--- config.mk ---
export PLATFORM = sky130hd
export DESIGN_NAME = i2c_multilane_byte_writer_top
export DESIGN_NICKNAME = d
export VERILOG_FILES = /design/src/sv/i2cmbw_pkg.sv /design/src/sv/i2c_multilane_byte_writer_top.sv /design/src/sv/i2cmbw_sequencer.sv
export SDC_FILE = /design/constraint.sdc
export NUM_CORES = 1
export LEC_CHECK = 0
export BUFFER_PORTS_ARGS = -buffer_cell sky130_fd_sc_hd__buf_2
export CELL_PAD_IN_SITES_DETAIL_PLACEMENT = 1
export CELL_PAD_IN_SITES_GLOBAL_PLACEMENT = 2
export CORE_MARGIN = 3
export CORE_UTILIZATION = 39
export DETAILED_ROUTE_END_ITERATION = 10
export PLACE_DENSITY = 0.86
export REMOVE_ABC_BUFFERS = 1
export SLEW_MARGIN = 30
export SYNTH_ARGS = -nofsm -noshare
export SYNTH_HDL_FRONTEND = slang
export SYNTH_HIERARCHICAL = 1
export SYNTH_SLANG_ARGS = --single-unit
--- constraint.sdc ---
create_clock -name i_clk -period 5.05 [get_ports i_clk]
set_input_delay 0.505 -clock i_clk [delete_from_list [all_inputs] [get_ports i_clk]]
set_output_delay 0.505 -clock i_clk [all_outputs]
set_load 0.01 [all_outputs]
--- src/sv/i2cmbw_pkg.sv ---
`timescale 1ns / 1ps
// ----------------------------------------------------------------------------
// i2cmbw_pkg: shared types and constants of the multilane i2c byte writer
// Request and phase item layouts, command codes and the fixed pin patterns
// of the start and stop conditions.
// ----------------------------------------------------------------------------
package i2cmbw_pkg;

    localparam int ACK_W = 9;

    localparam logic [1:0] CMD_START = 2'd0;
    localparam logic [1:0] CMD_WRITE = 2'd1;
    localparam logic [1:0] CMD_STOP  = 2'd2;

    // pin patterns of start and stop, bit i is phase i
    localparam logic [5:0] START_SCL = 6'b001111;
    localparam logic [5:0] START_SDA = 6'b100111;
    localparam logic [5:0] STOP_SCL  = 6'b111100;
    localparam logic [5:0] STOP_SDA  = 6'b100001;

    localparam logic [2:0] COND_LAST_IDX = 3'd5;
    localparam logic [2:0] BIT_LAST_SUB  = 3'd2;
    localparam logic [2:0] ACK_LAST_IDX  = 3'd3;
    localparam logic [2:0] BYTE_LAST_BIT = 3'd7;

    typedef struct packed {
        logic [1:0]       req_type;
        logic [7:0]       data_byte;
        logic [ACK_W-1:0] ack_lines;
    } t_in_item;

    typedef struct packed {
        logic             scl_release;
        logic             sda_release;
        logic [ACK_W-1:0] sampled_ack;
        logic             last;
    } t_out_item;

endpackage

--- src/sv/i2c_multilane_byte_writer_top.sv ---
`timescale 1ns / 1ps
// ----------------------------------------------------------------------------
// i2c_multilane_byte_writer_top: open-drain i2c master pin sequencer
// One clock pin and all data pins driven together, one pin phase per result.
// ----------------------------------------------------------------------------
// Usage:
//   request channel (i_in_valid / o_in_stall / i_in_item): one command per
//   request, start, write byte or stop. A request with an unknown command
//   is taken and dropped.
//   phase channel (o_out_valid / i_out_stall / o_out_item): one pin phase
//   per result, last set on the final phase of the command; a byte write
//   reports the masked acknowledge levels on its final phase.
//   A taken request is registered in the sequencer, and its phases then
//   pass through the output register. Phases leave one per cycle while
//   the receiver does not stall: 6 for start and stop, 28 for a byte.
//   The next request is taken at the edge that hands off the final phase
//   of the current one, so commands follow each other without a gap; the
//   phase and bit counters set how many phases each command has.
//   When the receiver stalls, the output register holds its phase and the
//   sequencer waits; the request side stalls only while a command runs.
//   Reset empties the output register and returns the sequencer to idle.
// ----------------------------------------------------------------------------
module i2c_multilane_byte_writer_top
    import i2cmbw_pkg::*;
#(
    parameter int LANES = 9
) (
    input  logic      i_clk,
    input  logic      i_rst_n,
    input  logic      i_in_valid,
    output logic      o_in_stall,
    input  t_in_item  i_in_item,
    output logic      o_out_valid,
    input  logic      i_out_stall,
    output t_out_item o_out_item
);

    localparam logic [ACK_W-1:0] LANE_MASK =
        (LANES >= ACK_W) ? {ACK_W{1'b1}} : ACK_W'((1 << LANES) - 1);

    t_in_item  w_in_masked;
    t_out_item w_phase;
    logic      w_phase_valid;
    logic      w_advance;

    logic      r_out_valid;
    t_out_item r_out_item;

    always_comb begin
        w_in_masked           = i_in_item;
        w_in_masked.ack_lines = i_in_item.ack_lines & LANE_MASK;
    end

    assign w_advance = w_phase_valid && (!r_out_valid || !i_out_stall);

    i2cmbw_sequencer u_seq (
        .i_clk         (i_clk),
        .i_rst_n       (i_rst_n),
        .i_in_valid    (i_in_valid),
        .o_in_stall    (o_in_stall),
        .i_in_item     (w_in_masked),
        .o_phase_valid (w_phase_valid),
        .o_phase       (w_phase),
        .i_advance     (w_advance)
    );

    always_ff @(posedge i_clk) begin
        if (!i_rst_n) begin
            r_out_valid <= 1'b0;
        end else if (w_advance) begin
            r_out_valid <= 1'b1;
            r_out_item  <= w_phase;
        end else if (!i_out_stall) begin
            r_out_valid <= 1'b0;
        end
    end

    assign o_out_valid = r_out_valid;
    assign o_out_item  = r_out_item;

endmodule

--- src/sv/i2cmbw_sequencer.sv ---
`timescale 1ns / 1ps
// ----------------------------------------------------------------------------
// i2cmbw_sequencer: pin phase sequencer
// Steps through the phases of one command, shifting the byte out one bit
// per three phases, and offers the current phase until it is taken.
// ----------------------------------------------------------------------------
module i2cmbw_sequencer
    import i2cmbw_pkg::*;
(
    input  logic      i_clk,
    input  logic      i_rst_n,
    input  logic      i_in_valid,
    output logic      o_in_stall,
    input  t_in_item  i_in_item,
    output logic      o_phase_valid,
    output t_out_item o_phase,
    input  logic      i_advance
);

    typedef enum logic [2:0] {
        S_IDLE,
        S_START,
        S_STOP,
        S_BITS,
        S_ACK
    } t_state;

    t_state           r_state;
    logic [2:0]       r_cnt;
    logic [2:0]       r_bitn;
    logic [7:0]       r_shift;
    logic             r_sda_prev;
    logic [ACK_W-1:0] r_ack;

    logic w_accept;
    logic w_done;

    assign o_phase_valid = (r_state != S_IDLE);
    assign w_done        = o_phase_valid && i_advance && o_phase.last;
    assign o_in_stall    = o_phase_valid && !w_done;
    assign w_accept      = i_in_valid && !o_in_stall;

    always_comb begin
        o_phase = '0;
        case (r_state)
            S_START: begin
                o_phase.scl_release = START_SCL[r_cnt];
                o_phase.sda_release = START_SDA[r_cnt];
                o_phase.last        = (r_cnt == COND_LAST_IDX);
            end
            S_STOP: begin
                o_phase.scl_release = STOP_SCL[r_cnt];
                o_phase.sda_release = STOP_SDA[r_cnt];
                o_phase.last        = (r_cnt == COND_LAST_IDX);
            end
            S_BITS: begin
                o_phase.scl_release = (r_cnt == BIT_LAST_SUB);
                // first phase of a bit still holds the previous level
                o_phase.sda_release = (r_cnt == 3'd0) ? r_sda_prev : r_shift[7];
            end
            S_ACK: begin
                o_phase.scl_release = (r_cnt == 3'd2);
                o_phase.sda_release = (r_cnt == 3'd0) ? r_sda_prev : 1'b1;
                if (r_cnt == ACK_LAST_IDX) begin
                    o_phase.sampled_ack = r_ack;
                    o_phase.last        = 1'b1;
                end
            end
            default: begin
                o_phase = '0;
            end
        endcase
    end

    always_ff @(posedge i_clk) begin
        if (!i_rst_n) begin
            r_state <= S_IDLE;
        end else if (w_accept) begin
            case (i_in_item.req_type)
                CMD_START: r_state <= S_START;
                CMD_WRITE: r_state <= S_BITS;
                CMD_STOP:  r_state <= S_STOP;
                default:   r_state <= S_IDLE;
            endcase
            r_cnt      <= 3'd0;
            r_bitn     <= 3'd0;
            r_shift    <= i_in_item.data_byte;
            r_sda_prev <= 1'b1;
            r_ack      <= i_in_item.ack_lines;
        end else if (i_advance) begin
            case (r_state)
                S_START, S_STOP: begin
                    if (r_cnt == COND_LAST_IDX) begin
                        r_state <= S_IDLE;
                    end else begin
                        r_cnt <= r_cnt + 3'd1;
                    end
                end
                S_BITS: begin
                    if (r_cnt == BIT_LAST_SUB) begin
                        r_cnt      <= 3'd0;
                        r_sda_prev <= r_shift[7];
                        r_shift    <= {r_shift[6:0], 1'b0};
                        if (r_bitn == BYTE_LAST_BIT) begin
                            r_state <= S_ACK;
                        end else begin
                            r_bitn <= r_bitn + 3'd1;
                        end
                    end else begin
                        r_cnt <= r_cnt + 3'd1;
                    end
                end
                S_ACK: begin
                    if (r_cnt == ACK_LAST_IDX) begin
                        r_state <= S_IDLE;
                    end else begin
                        r_cnt <= r_cnt + 3'd1;
                    end
                end
                default: begin
                    r_state <= S_IDLE;
                end
            endcase
        end
    end

endmodule

==> reports/metrics.csv <==
metric,value,unit
synth-edff-count,36,
cell_internal_pwr,0.0006168,W
crit_path_end_kind,register,
dpl.hpwl,3493,µm
rrSetupSlack,2.04,ns
ir_worst_vdd,140.0,µV
finalWirelength,4427,µm
cts_buffer_depth,2,
critPathLaunch,u_seq/r_state[2],
crit_family,simple AND/OR/NAND/NOR gates,
crit_type,register to register,
clkLatencyLatePin,0.29,ns
htreeDepth,2,
p_leak,1.022,nW
tritoncts,yes,
place_congestion,0.9119,
drt_iter0_markers,88,
max-slew-margin-rel,49.43,%
netlist_area,2078,µm²
ant_nets,0,
report.final.slew_viol_count,0,
fin_crit_sh,59.59,%
layout-drive-gt1-share,22.83,%
dieArea,6241,µm²
vias,1479,
first_global_vias,1605,
ys_ff_latch,44,
combPwrFrac,14.3,%
holdWs,0.3838,ns
start_util,42.05,%
synth_warnings,6,
setup_viol,0,
synth_top_area_share,52.02,%
antenna_found_initial,0,
clk_pin_slew,0.09,ns
wl_per_cell,15.48,µm
grt_setup_unrepaired,no,
cp_data_required_time,4.98,ns
fmax,332.3,MHz
num_antenna_cells,0,
die_w,79,µm
hp-class,input port to register,
overflow,0,
first_pass_iters,4,
syn_avg_cell_area,11.48,µm²
power_frac_clock,32.9,%
hold_start,i_in_item[0],
p_switching,0.0002100,W
status,completed,
netlist_top_cells_area,"edfxtp_1 (52%), dfxtp_1 (7.7%), ha_1 (6.0%)",
finalClockSkew,0.005433,ns
crit_path_start_kind,register,
arrival,2.94,ns
fp.dieH,79,µm
grt_use_total,15.98,%
cp.buffers_inverters,0,
cpPeakStageDelay,0.70,ns
row_count,25,
post_cts_buffers,0,
powerDensity,340.1,nW/µm²
timing.final.crit_period,3.009,ns
yosysTopAreaCell,edfxtp_1,
root_buffer,clkbuf_8,
core,4942,µm²
pin_count,37,
via_per_inst,5.171,
final_cell_mix,"buf_2 (36), edfxtp_1 (36), nand2_1 (28)",
slowest_stage,o41ai_4,
tightest_slew,0.7569,ns
synth_ff_type,edfxtp_1,
path_max_fanout,14,
io_buffers,36,
async_flop_share,0,%
cp-endpoint,u_seq/r_shift[3],
tritoncts.num_buffers,5,
utilization,49.19,%
synthCells,181,
worstPathCellList,"or3_1, a21boi_2, nand2b_1, o41ai_4, nor2b_1",
r2r_start,u_seq/r_state[2],
grt_pass1_wl,7838,µm
drc,0,
grt_max_degree,16,
cts.sinks,44,
ys_seq_area_share,59.72,%
seq_power_share,52.8,%
cts_resized,0,
hold_viol_final,0,
yosysUniqueCellTypes,36,
ctsHoldBuffers,0,
r2r_cells,5,
r2r-end,u_seq/r_shift[3],
fin_nets,251,
cap_violations,0,
cp.depth,5,
netSwitchingFraction,25.40,%
timing.setup.tns,0,ns
area_growth,16.98,%
[power by group through the flow]
stage	Clock (W)	Sequential, W	Combinational (W)
after global routing	0.000295	0.000440	0.000137
final	0.000272	0.000436	0.000118
after floorplan	0	0.000442	0.0000780
after global placement	0	0.000443	0.000115
after CTS	0.000278	0.000437	0.000121
after detailed placement	0	0.000445	0.000120
[area by class of cell]
class	instances	area [µm²]
Clock buffer	5	68.82
Clock inverter	3	47.55
Fill cell	580	2511
Inverter	10	37.54
Multi-Input combinational cell	121	772.0
Sequential cell	44	1241
Tap cell	67	83.83
Timing Repair Buffer	36	180.2
[logic make-up after synthesis]
group,after synthesis,share of synthesized area (%)
AO/OA/AOI/OAI,27,10.24
XOR/XNOR,1,0.4215
adder cells (fa/ha/maj),10,6.020
buffers and inverters,16,3.131
flip-flops,44,59.72
multiplexers,3,1.445
AND/OR/NAND/NOR,80,19.02
[registers in the layout, indices dropped and copies added (netlist names), named ones only]
register / count
o_out_item: 12
u_seq/r_bitn: 3
u_seq/r_cnt: 3
u_seq/r_sda_prev: 1
u_seq/r_ack: 9
o_out_valid: 1
u_seq/r_shift: 8
u_seq/r_state: 3
[per-layer routing]
layer  wire (µm)  GRT usage [%]
met1        1962          21.05
met2        2195          26.68
met3         226          4.195
met4          42          3.093
met5           0              0
[synthesized netlist by cell type (all sizes together) (2+ instances only)]
cell / n
edfxtp: 36
nand2: 28
and2: 14
nor2: 12
ha: 10
inv: 10
dfxtp: 8
a21oi: 7
nor2b: 5
nor3: 5
a22oi: 4
clkbuf: 4
nand2b: 4
or3: 4
mux2i: 3
o22ai: 3
a21boi: 2
and3: 2
buf: 2
nand3: 2
o21ai: 2
o32ai: 2
or2: 2
[how the worst min path moves through the flow]
stage,depth (start not counted),to
finish,1,u_seq/r_ack[0]
global route,1,u_seq/r_ack[7]
CTS,1,u_seq/r_ack[0]
detailed placement,1,o_out_item[8]
global placement,1,o_out_item[8]
floorplan,2,u_seq/r_shift[1]
[stage by stage]
stage          cells  cell area [µm²]  total power (W)  setup slack [ns]
2_1_floorplan    175             2051        0.0005202             2.533
3_3_place_gp     278             2315        0.0005575             2.201
3_5_place_dp     278             2315        0.0005649             1.996
4_1_cts          286             2431        0.0008358             1.945
5_1_grt          286             2431        0.0008717             1.706
6_report         286             2431        0.0008268             2.041
Power figures use the tool's default switching activity.
